$ cat config.mk
export PLATFORM = sky130hd
export DESIGN_NAME = spectrum_level_to_gradient_color
export DESIGN_NICKNAME = d
export VERILOG_FILES = /design/src/hdl/slgc_pkg.sv /design/src/hdl/spectrum_level_to_gradient_color.sv
export SDC_FILE = /design/constraint.sdc
export NUM_CORES = 2
export LEC_CHECK = 0
export BUFFER_PORTS_ARGS = -buffer_cell sky130_fd_sc_hd__buf_2
export CAP_MARGIN = 30
export CORE_AREA = 2 2 303 305
export DETAILED_ROUTE_END_ITERATION = 10
export DIE_AREA = 0 0 305 307
export HOLD_SLACK_MARGIN = 0.06
export MAX_ROUTING_LAYER = met4
export PLACE_DENSITY = 0.78
export SKIP_CTS_REPAIR_TIMING = 1
export SYNTH_ARGS = -nofsm -noshare
export SYNTH_HDL_FRONTEND = slang
export SYNTH_SLANG_ARGS = --single-unit
$ cat constraint.sdc
create_clock -name clk -period 15.96 [get_ports clk]
set_input_delay 0.798 -clock clk [delete_from_list [all_inputs] [get_ports clk]]
set_output_delay 0.798 -clock clk [all_outputs]
set_load 0.01 [all_outputs]
$ cat src/hdl/slgc_pkg.sv
`default_nettype none

package slgc_pkg;

	// Default sizes of the palette and of the gradient stop table.
	localparam int PALETTE_SIZE_DEF = 256;
	localparam int STOP_COUNT_DEF = 13;

	// Widths of the level configuration registers and of the APB port.
	localparam int LEVEL_CFG_W = 9;
	localparam int APB_ADDR_W = 3;
	localparam int APB_DATA_W = 32;

	// Register indexes, taken from the word address bit of the APB port.
	localparam logic REG_MIN_LEVEL = 1'b0;
	localparam logic REG_MAX_LEVEL = 1'b1;

	// Reset values of the displayed range, in whole dB.
	localparam logic signed [LEVEL_CFG_W-1:0] MIN_LEVEL_RST = -9'sd100;
	localparam logic signed [LEVEL_CFG_W-1:0] MAX_LEVEL_RST = 9'sd0;

	// Gradient stop table, packed as red, green, blue. Entries past the last
	// real stop repeat it.
	function automatic logic [23:0] stop_color(input logic [3:0] idx);
		logic [23:0] col;
		unique case (idx)
			4'd0: col = 24'h000020;
			4'd1: col = 24'h000030;
			4'd2: col = 24'h000050;
			4'd3: col = 24'h000091;
			4'd4: col = 24'h1E90FF;
			4'd5: col = 24'hFFFFFF;
			4'd6: col = 24'hFFFF00;
			4'd7: col = 24'hFE6D16;
			4'd8: col = 24'hFF0000;
			4'd9: col = 24'hC60000;
			4'd10: col = 24'h9F0000;
			4'd11: col = 24'h750000;
			default: col = 24'h4A0000;
		endcase
		return col;
	endfunction

endpackage

`default_nettype wire

$ cat src/hdl/spectrum_level_to_gradient_color.sv
// A level beat passes the clamp, scale, divider, stop, weight, sum, reciprocal and output
// stages to its pixel beat; the restoring divider spends one stage per index bit.
// Throughput: one beat per cycle unless the output stalls; each stage holds one beat and
// fills any bubble ahead. Reset: arst_n clears all stage valid bits at once and sets the
// range to -100 dB .. 0 dB. No clearing pass is needed; level_ready is high once reset ends.
`default_nettype none

module spectrum_level_to_gradient_color import slgc_pkg::*; #(
	parameter int PALETTE_SIZE = PALETTE_SIZE_DEF,
	parameter int STOP_COUNT = STOP_COUNT_DEF
) (
	input  wire logic                          clk,
	input  wire logic                          arst_n,
	// Configuration port.
	input  wire logic                          psel,
	input  wire logic                          penable,
	input  wire logic                          pwrite,
	input  wire logic [APB_ADDR_W-1:0]         paddr,
	input  wire logic [APB_DATA_W-1:0]         pwdata,
	output logic      [APB_DATA_W-1:0]         prdata,
	output logic                               pready,
	// Level channel.
	input  wire logic                          level_valid,
	output logic                               level_ready,
	input  wire logic signed [15:0]            level_db,
	input  wire logic                          last_bin,
	// Pixel channel.
	output logic                               pixel_valid,
	input  wire logic                          pixel_ready,
	output logic [7:0]                         red,
	output logic [7:0]                         green,
	output logic [7:0]                         blue,
	output logic [7:0]                         palette_index,
	output logic                               row_end
);

	// Widths that follow from the palette size.
	localparam int IW = $clog2(PALETTE_SIZE);
	localparam int XW = 17;
	localparam int NW = XW + IW;
	localparam int TW = IW + 5;
	localparam int VW = 8 + IW;
	localparam int MW = 2 * VW + 1;
	localparam int KSH = VW + IW;
	localparam logic [63:0] RECIP64 =
		((64'd1 << KSH) + 64'(PALETTE_SIZE) - 64'd1) / 64'(PALETTE_SIZE);
	localparam logic [VW:0] RECIP = RECIP64[VW:0];

	// Stage positions in the valid vector.
	localparam int ST1 = 0;
	localparam int ST2 = 1;
	localparam int ST3 = 2;
	localparam int ST4 = IW + 2;
	localparam int ST5 = IW + 3;
	localparam int ST6 = IW + 4;
	localparam int ST7 = IW + 5;
	localparam int ST8 = IW + 6;
	localparam int NS = IW + 7;

	logic signed [LEVEL_CFG_W-1:0] min_q;
	logic signed [LEVEL_CFG_W-1:0] max_q;
	logic                          cfg_wr;

	logic [NS-1:0] vld_s;
	logic [NS-1:0] last_s;
	logic [NS-1:0] en;
	logic [NS-1:0] vld_prev;
	logic [NS-1:0] last_prev;
	logic [NS-1:0] drain;
	logic          stall;

	// Configuration registers; the word address picks the register.
	assign pready = 1'b1;
	assign cfg_wr = psel & penable & pwrite;

	always_ff @(posedge clk or negedge arst_n) begin
		if (!arst_n) begin
			min_q <= MIN_LEVEL_RST;
			max_q <= MAX_LEVEL_RST;
		end else if (cfg_wr) begin
			unique case (paddr[2])
				REG_MIN_LEVEL: min_q <= pwdata[LEVEL_CFG_W-1:0];
				REG_MAX_LEVEL: max_q <= pwdata[LEVEL_CFG_W-1:0];
			endcase
		end
	end

	always_comb begin
		unique case (paddr[2])
			REG_MIN_LEVEL: prdata = {{(APB_DATA_W-LEVEL_CFG_W){min_q[8]}}, min_q};
			REG_MAX_LEVEL: prdata = {{(APB_DATA_W-LEVEL_CFG_W){max_q[8]}}, max_q};
		endcase
	end

	// Flow control: the whole pipe stalls only while the output beat waits, but any
	// empty stage still takes the beat behind it.
	assign stall = vld_s[ST8] & ~pixel_ready;
	assign en = {NS{~stall}} | ~vld_s;
	assign vld_prev = {vld_s[NS-2:0], level_valid};
	assign last_prev = {last_s[NS-2:0], last_bin};
	assign drain = {pixel_ready, en[NS-1:1]};
	assign level_ready = en[ST1];

	always_ff @(posedge clk or negedge arst_n) begin
		if (!arst_n) begin
			vld_s <= '0;
		end else begin
			vld_s <= (en & vld_prev) | (~en & vld_s & ~drain);
		end
	end

	always_ff @(posedge clk) begin
		for (int k = 0; k < NS; k++) begin
			if (en[k]) begin
				last_s[k] <= last_prev[k];
			end
		end
	end

	// Stage 1: clamp the level to the range and take its offset from the minimum.
	logic signed [17:0] lo_w;
	logic signed [17:0] hi_w;
	logic signed [17:0] lvl_w;
	logic signed [17:0] clp_w;
	logic signed [17:0] off_w;
	logic signed [17:0] span_w;
	logic               empty_w;
	logic [XW-1:0]      x_s1;
	logic [XW-1:0]      den_s1;

	assign lo_w = {min_q[8], min_q, 8'd0};
	assign hi_w = {max_q[8], max_q, 8'd0};
	assign lvl_w = {{2{level_db[15]}}, level_db};
	assign empty_w = max_q <= min_q;

	always_comb begin
		if (lvl_w < lo_w) begin
			clp_w = lo_w;
		end else if (lvl_w > hi_w) begin
			clp_w = hi_w;
		end else begin
			clp_w = lvl_w;
		end
		off_w = clp_w - lo_w;
		span_w = hi_w - lo_w;
	end

	always_ff @(posedge clk) begin
		if (en[ST1]) begin
			x_s1 <= empty_w ? '0 : off_w[XW-1:0];
			den_s1 <= empty_w ? XW'(1) : span_w[XW-1:0];
		end
	end

	// Stage 2: scale the offset by the last palette index.
	localparam logic [IW-1:0] PMAX = IW'(PALETTE_SIZE - 1);
	logic [NW-1:0] num_s2;
	logic [XW-1:0] den_s2;

	always_ff @(posedge clk) begin
		if (en[ST2]) begin
			num_s2 <= {IW'(0), x_s1} * {XW'(0), PMAX};
			den_s2 <= den_s1;
		end
	end

	// Stage 3: restoring divider, one quotient bit per stage, most significant first.
	logic [NW-1:0] div_rem_s3 [IW];
	logic [XW-1:0] div_den_s3 [IW];
	logic [IW-1:0] div_quo_s3 [IW];

	for (genvar j = 0; j < IW; j++) begin : g_div
		localparam int BIT = IW - 1 - j;
		logic [NW-1:0] rem_in;
		logic [XW-1:0] den_in;
		logic [IW-1:0] quo_in;
		logic [NW-1:0] trial;
		logic          ge;

		if (j == 0) begin : g_first
			assign rem_in = num_s2;
			assign den_in = den_s2;
			assign quo_in = '0;
		end else begin : g_next
			assign rem_in = div_rem_s3[j-1];
			assign den_in = div_den_s3[j-1];
			assign quo_in = div_quo_s3[j-1];
		end

		assign trial = {IW'(0), den_in} << BIT;
		assign ge = rem_in >= trial;

		always_ff @(posedge clk) begin
			if (en[ST3+j]) begin
				div_rem_s3[j] <= ge ? rem_in - trial : rem_in;
				div_den_s3[j] <= den_in;
				div_quo_s3[j] <= quo_in | (IW'(ge) << BIT);
			end
		end
	end

	// Stage 4: find the pair of neighboring stops and the weight between them.
	logic [TW-1:0] t_w;
	logic [TW-1:0] base_w;
	logic [3:0]    lo_w4;
	logic [IW-1:0] rem_w4;
	logic [3:0]    hi_w4;
	logic [3:0]    lo_s4;
	logic [3:0]    hi_s4;
	logic [IW-1:0] rem_s4;
	logic [IW-1:0] idx_s4;

	assign t_w = TW'(div_quo_s3[IW-1]) * TW'(STOP_COUNT);

	always_comb begin
		lo_w4 = '0;
		base_w = '0;
		for (int k = 1; k < STOP_COUNT; k++) begin
			if (t_w >= TW'(k * PALETTE_SIZE)) begin
				lo_w4 = 4'(k);
				base_w = TW'(k * PALETTE_SIZE);
			end
		end
		rem_w4 = IW'(t_w - base_w);
		if (rem_w4 != '0 && lo_w4 != 4'(STOP_COUNT - 1)) begin
			hi_w4 = lo_w4 + 4'd1;
		end else begin
			hi_w4 = lo_w4;
		end
	end

	always_ff @(posedge clk) begin
		if (en[ST4]) begin
			lo_s4 <= lo_w4;
			hi_s4 <= hi_w4;
			rem_s4 <= rem_w4;
			idx_s4 <= div_quo_s3[IW-1];
		end
	end

	// Stage 5: weight both stop colors of every channel.
	logic [23:0]   col_lo;
	logic [23:0]   col_hi;
	logic [IW:0]   wt_lo;
	logic [VW-1:0] pa_s5 [3];
	logic [VW-1:0] pb_s5 [3];
	logic [IW-1:0] idx_s5;

	assign col_lo = stop_color(lo_s4);
	assign col_hi = stop_color(hi_s4);
	assign wt_lo = (IW+1)'(PALETTE_SIZE) - {1'b0, rem_s4};

	always_ff @(posedge clk) begin
		if (en[ST5]) begin
			for (int c = 0; c < 3; c++) begin
				pa_s5[c] <= VW'(col_lo[8*(2-c) +: 8]) * VW'(wt_lo);
				pb_s5[c] <= VW'(col_hi[8*(2-c) +: 8]) * VW'(rem_s4);
			end
			idx_s5 <= idx_s4;
		end
	end

	// Stage 6: sum the two weighted colors.
	logic [VW-1:0] v_s6 [3];
	logic [IW-1:0] idx_s6;

	always_ff @(posedge clk) begin
		if (en[ST6]) begin
			for (int c = 0; c < 3; c++) begin
				v_s6[c] <= pa_s5[c] + pb_s5[c];
			end
			idx_s6 <= idx_s5;
		end
	end

	// Stage 7: divide by the palette size through a multiply by its reciprocal.
	logic [MW-1:0] prod_s7 [3];
	logic [IW-1:0] idx_s7;

	always_ff @(posedge clk) begin
		if (en[ST7]) begin
			for (int c = 0; c < 3; c++) begin
				prod_s7[c] <= MW'(v_s6[c]) * MW'(RECIP);
			end
			idx_s7 <= idx_s6;
		end
	end

	// Stage 8: output register.
	logic [7:0] chan_s8 [3];
	logic [7:0] idx_s8;

	always_ff @(posedge clk) begin
		if (en[ST8]) begin
			for (int c = 0; c < 3; c++) begin
				chan_s8[c] <= prod_s7[c][KSH +: 8];
			end
			idx_s8 <= 8'(idx_s7);
		end
	end

	assign pixel_valid = vld_s[ST8];
	assign red = chan_s8[0];
	assign green = chan_s8[1];
	assign blue = chan_s8[2];
	assign palette_index = idx_s8;
	assign row_end = last_s[ST8];

`ifndef SYNTHESIS
	// The input side only blocks while a finished pixel waits at the output.
	a_ready_only_on_stall: assert property (@(posedge clk) disable iff (!arst_n)
		!level_ready |-> pixel_valid && !pixel_ready)
		else $error("level_ready low without an output stall");

	// The divider never yields an index beyond the palette.
	a_quotient_in_range: assert property (@(posedge clk) disable iff (!arst_n)
		vld_s[ST4-1] |-> div_quo_s3[IW-1] <= PMAX)
		else $error("palette index out of range after division");

	// The selected stops stay in the table and are neighbors.
	a_stops_adjacent: assert property (@(posedge clk) disable iff (!arst_n)
		vld_s[ST4] |-> lo_s4 <= 4'(STOP_COUNT - 1) && (4'(hi_s4 - lo_s4) <= 4'd1))
		else $error("stop pair not adjacent");

	// An exact hit on a stop uses that stop alone.
	a_exact_stop: assert property (@(posedge clk) disable iff (!arst_n)
		vld_s[ST4] && rem_s4 == '0 |-> hi_s4 == lo_s4)
		else $error("stop pair split on an exact stop");
`endif

endmodule

`default_nettype wire
# After elaboration in Yosys (flattened, before gate mapping)
# Memories as Yosys holds them, arrays and structs flattened. A register that Yosys moved wholly into a read port is not among the register bits.
# Cells that the tools add are included.
# W data, S select, Z words.
[totals]
reg_bits = 180
ramBits = 616
rom_bits = 768
input_bits = 59
output_inout_bits = 68
word_cells = 174
mem_count = 10
[op_classes]
n_addsub = 16
mul = 8
magnitude_cmp = 23
n_eq_ne = 1
n_mux = 61
bitwise_logic = 21
reduce_logical = 4
[mem_list]
columns = ["name", "words", "width", "rd", "rd_clocked_by_memory_dff", "wr", "line_no", "text"]
rows = [
  ["(no name shown)", 16, 24, 1, 1, 0, "slgc_pkg.sv:26", "unique case (idx)"],
  ["(no name shown)", 16, 24, 1, 1, 0, "slgc_pkg.sv:26", ""],
  ["div_rem_s3", 8, 25, 7, 0, 8, "spectrum_level_to_gradient_color.sv:168", "logic [NW-1:0] div_rem_s3 [IW];"],
  ["div_den_s3", 8, 17, 7, 0, 8, "spectrum_level_to_gradient_color.sv:169", "logic [XW-1:0] div_den_s3 [IW];"],
  ["div_quo_s3", 8, 8, 8, 0, 8, "spectrum_level_to_gradient_color.sv:170", "logic [IW-1:0] div_quo_s3 [IW];"],
  ["pa_s5", 3, 16, 3, 0, 3, "spectrum_level_to_gradient_color.sv:245", "logic [VW-1:0] pa_s5 [3];"],
  ["+4 memories", "-", "-", "-", "-", "-", "-", ""],
]
[op_table]
columns = ["cell", "n"]
rows = [
  ["$mux W25", 8],
  ["$mux W8", 11],
  ["$pmux W32 S2", 1],
  ["$ge A12 B12 Y1 const B", 5],
  ["$mux W4", 14],
  ["$add A16 B16 Y16", 3],
  ["$ge A12 B11 Y1 const B", 4],
  ["$mul A8 B8 Y16", 3],
  ["$mul A8 B9 Y16", 3],
  ["$and A15 B15 Y15", 3],
  ["$not A15 Y15", 3],
  ["$mux W17", 2],
  ["$sub A17 B17 Y17", 2],
  ["$or A15 B15 Y15", 2],
  ["$ge A25 B17 Y1", 1],
  ["$ge A25 B18 Y1", 1],
  ["$ge A25 B19 Y1", 1],
  ["$ge A25 B20 Y1", 1],
  ["$ge A25 B21 Y1", 1],
  ["$ge A25 B22 Y1", 1],
  ["$ge A25 B23 Y1", 1],
  ["$ge A25 B24 Y1", 1],
  ["$mul A17 B8 Y25 const B", 1],
  ["$mux W1", 25],
  ["other kinds (30)", 36],
]

# Depth between registers and ports, before layout
# An unclocked memory read counts as a cell.
[depth]
ltp_word = 19
ltp_mapped = 23
ltp_nobuf = 21

# Least setup slack after synthesis
# Ideal clock, no wire load.
[synth_path]
path_type = "reg2reg"
startpoint = "register rem_s4[0]"
endpoint = "memory pa_s5[0][30] (netlist bit) (data pin)"
setup_ns = 0.266
arrival_time_ns = 5.312
required_time_ns = 15.694
path_slack_ns = 10.382
path_stages_with_launch = 24
path_buffers = 2
period_less_slack_ns = 5.578
cell_sequence = "edfxtp_1 > clkbuf_1 > inv_1 > ha_1 > nand2_1 > or3_1 > xor2_1 > clkbuf_1 > nand2_1 > inv_1 > fa_1 > inv_1 > fa_1 > fa_1 > inv_1 > fa_1 > ha_1 > nor3_1 > nor2_1 > a31oi_1 > o21bai_1 > and2_1 > o41ai_1 > xnor2_1"
[synth_rtl]
columns = ["item", "line_no", "text"]
rows = [
  ["start, declared", "spectrum_level_to_gradient_color.sv:210", "logic [IW-1:0] rem_s4;"],
  ["start signal, assigned", "spectrum_level_to_gradient_color.sv:236", "rem_s4 <= rem_w4;"],
  ["end, declared", "spectrum_level_to_gradient_color.sv:245", ""],
]

==> results.py <==
metrics = {
    "global_route": {
        "use_met2_pct": 31.0,
        "grt.busiest_layer": "met2",
        "grt_pass1_wl_um": 137000,
        "antenna_found_initial": 1,
        "grt_max_degree": 75,
        "grt_util_all_layers_pct": 18.2,
        "grt_util_met1_pct": 22.9,
        "grt_pass1_vias": 28500,
        "gr-usage-met3_pct": 2.12,
        "grt.overflow.total": 0,
    },
    "drt": {
        "wl_um": 81900,
        "vias": 27900,
        "wire_per_inst_um": 15.5,
        "drtPass1Iterations": 5,
        "antenna_left": 0,
        "route.detailed.drc": 0,
        "via_per_inst": 5.28,
        "drt_iter0_markers": 1668,
    },
    "floorplan": {
        "dieArea_sq_um": 93600,
        "core_area_sq_um": 90700,
        "io_pins": 127,
        "num_rows": 111,
        "die_w_um": 305,
        "die_h_um": 307,
        "initial_core_util_pct": 49.3,
    },
    "logic_synthesis": {
        "muxShareOfSynthArea_pct": 1.34,
        "yosysWarnings": 0,
        "syn-num-nets": 4734,
        "yosys.area.top_type": "edfxtp_1",
        "synth_compound_gate_area_share_pct": 7.92,
        "synth.area.top_cells": "edfxtp_1, fa_1, ha_1",
        "syn_area_per_cell_sq_um": 11.4,
        "synth_top_cell_area_share_pct": 39.0,
        "async_flop_share_pct": 5.10,
        "synth-xor-area-share_pct": 5.25,
        "synth_edf_count": 580,
        "synth_top_family_by_area": "adder cells",
        "synthSimpleGateAreaFrac_pct": 11.0,
        "synth_fa_ha_area_share_pct": 26.4,
        "synthFlopType": "edfxtp_1",
        "syn-instance-count": 3914,
        "syn-cell-area_sq_um": 44700,
        "synth-seq-cells": 647,
        "seq_area_frac_synth_pct": 42.3,
        "yosys.cell_types.count": 89,
    },
    "clock_network": {
        "path_clk_slew_ps": 60,
        "cts-root-buf": "clkbuf_16",
        "cts.sinks": 647,
        "htree_num_levels": 3,
        "cts_tree": "built",
        "clock_latency_ps": 630,
        "clk_path_buf_depth": 3,
        "cts_made_buffers": 71,
    },
    "timing": {
        "fin_skew_ps": 27.3,
        "fin_crit_sh_pct": 39.6,
        "setup_viol": 0,
        "period_minus_slack_ps": 6320,
        "max_slew_margin_pct": 37.3,
        "fmax_mhz": 158,
        "hold_violations": 0,
        "final_max_slew_viol_count": 0,
        "tns_ps": 0,
        "tightest_slew_ps": 936,
        "rsz0062_at_grt": "no",
    },
    "critical_path": {
        "criticalPathCategory": "flop to flop",
        "critPathBufInv": 1,
        "critPathMaxFanout": 19,
        "start_kind": "flop",
        "path_common_cell": "fa_1",
        "slowest_stage": "edfxtp_1",
        "cp-end-kind": "flop",
        "path_cells": "nor2_1, nand3_1, nor2_1, xnor2_2, nand2_1, inv_1, fa_1, fa_1, fa_1, fa_1, ha_1, and2_1, o41ai_1, o21ai_0, o41ai_1, xnor2_1",
        "rrSetupSlack_ps": 9640,
        "cp_top_family": "adder cells",
        "cp.arrival_ps": 6650,
        "cp_data_required_time_ps": 16300,
        "worst_path_largest_cell_delay_ps": 920,
    },
    "finish": {
        "syn_to_final_growth_pct": 9.33,
        "fill_cells": 7433,
        "utilization_pct": 53.9,
        "drive_gt1_share_pct": 8.31,
        "fin_nets": 4854,
    },
    "placed_design": {
        "place_congestion": 0.955,
        "port_buffers": 100,
        "hpwl_um": 63100,
    },
    "run": {
        "maxCapViolCount": 0,
    },
    "run_status": {
        "status": "complete, no violations",
    },
    "worst_hold_path": {
        "hold_path_class": "input port to asynchronous set/reset pin",
    },
}
## cell usage in the layout, fill, tap and decap left out, types with 15 or more instances in the layout
cell type  instances
mux2_2            44
buf_2            101
nand3_1           39
nor2_1           189
nor3_1            62
edfxtp_1         580
clkbuf_1          15
dfrtp_1           28
xnor2_1          170
dfxtp_1           34
nand2b_1          24
o41ai_1           18
ha_1             457
inv_1            558
and3_1            23
a31oi_1           28
xor2_1            97
a21o_1            55
nor4_1            27
o21a_1            31
clkbuf_16         73
nand4_1           16
a211oi_1          16
nor2b_1           28
buf_4             27
nand2_1          295
and2_1           200
fa_1             304
o21ai_0          117
a21oi_1          165
o21bai_1          27
## flip-flops by register name, summed over array words and instances, names as in the netlist, 8 cells and up
| signal | flops |
|---|---|
| col_lo | 17 |
| div_quo_s3 | 36 |
| den_s1 | 10 |
| rem_s4 | 8 |
| idx_s7 | 8 |
| vld_s | 15 |
| den_s2 | 10 |
| idx_s6 | 8 |
| x_s1 | 17 |
| v_s6 | 24 |
| g_div.rem_in | 25 |
| palette_index | 8 |
| prod_s7 | 24 |
| min_q | 9 |
| idx_s5 | 8 |
| div_den_s3 | 70 |
| pb_s5 | 48 |
| pa_s5 | 48 |
| chan_s8 | 24 |
| div_rem_s3 | 175 |
| last_s | 15 |
| max_q | 9 |
| col_hi | 17 |
## worst register-to-register path, cell delays in order (launching register included)
cell	delay, ps
edfxtp_1	920
nor2_1	150
nand3_1	140
nor2_1	80
xnor2_2	740
nand2_1	220
inv_1	160
fa_1	510
fa_1	490
fa_1	520
fa_1	490
ha_1	370
and2_1	180
o41ai_1	380
o21ai_0	210
o41ai_1	330
xnor2_1	150
## per-stage QoR
stage | hold WS [ps] | cell area (sq um) | cells | worst slack (ps)
after floorplan | 400 | 44700 | 3914 | 10380
after global placement | 401 | 46500 | 5140 | 9820
after detailed placement | 405 | 46500 | 5144 | 9700
after CTS | 247 | 48800 | 5275 | 9700
after global routing | 296 | 48900 | 5279 | 9230
final | 243 | 48900 | 5280 | 9640
## synth_stat cells, drive strengths merged, types with 6 or more instances
cell	number
a2111oi	9
a211o	6
a211oi	18
a21o	55
a21oi	166
a31oi	28
and2	201
and3	23
buf	44
clkbuf	43
dfrtp	28
dfxtp	34
edfxtp	580
fa	304
ha	457
inv	564
mux2	45
mux2i	9
nand2	300
nand2b	24
nand3	41
nand4	16
nor2	189
nor2b	29
nor3	62
nor3b	10
nor4	28
nor4b	11
o211ai	11
o21a	31
o21ai	127
o21bai	27
o22ai	9
o31ai	9
o41ai	20
or2	9
or3	13
or4	10
xnor2	171
xor2	97
## final timing paths
path                              from  cells past startpoint             end
max                          rem_s4[3]                     16    pa_s5[0][31]
min reg2reg                v_s6[0][47]                      0  prod_s7[0][47]
max in group asynchronous       arst_n                      1        vld_s[3]
max reg2reg                  rem_s4[3]                     16    pa_s5[0][31]
min in group clk              last_bin                      1       last_s[0]
min                             arst_n                      1        min_q[1]
## layout make-up
type                            instances  area (sq um)  area share [%]
Inverter                              564          2120            4.33
Multi-Input combinational cell       2616         23200            47.6
Clock inverter                         43           380           0.778
Antenna cell                            2          5.00          0.0102
Sequential cell                       647         18900            38.7
Tap cell                             1186          1480            3.04
Timing Repair Buffer                  134           831            1.70
Clock buffer                           88          1880            3.85
## per-layer routing
metal | part of all wire [%] | routed length (um)
met2 | 49 | 40200
met1 | 44 | 36200
met5 | 0 | 0
met3 | 4.0 | 3250
met4 | 2.7 | 2240
## logic make-up (layout without fill, tap and decap cells)
family | after synthesis | count (layout)
simple gates | 982 | 982
fa+ha+maj | 761 | 761
buf+inv | 651 | 829
flops | 647 | 647
compound gates | 550 | 550
xor+xnor | 268 | 268
mux | 54 | 54
other cells | 1 | 3
Power is left out: the tool's default activity adds up to more than one toggle a clock period on the data nets, which glitch-free logic cannot reach.
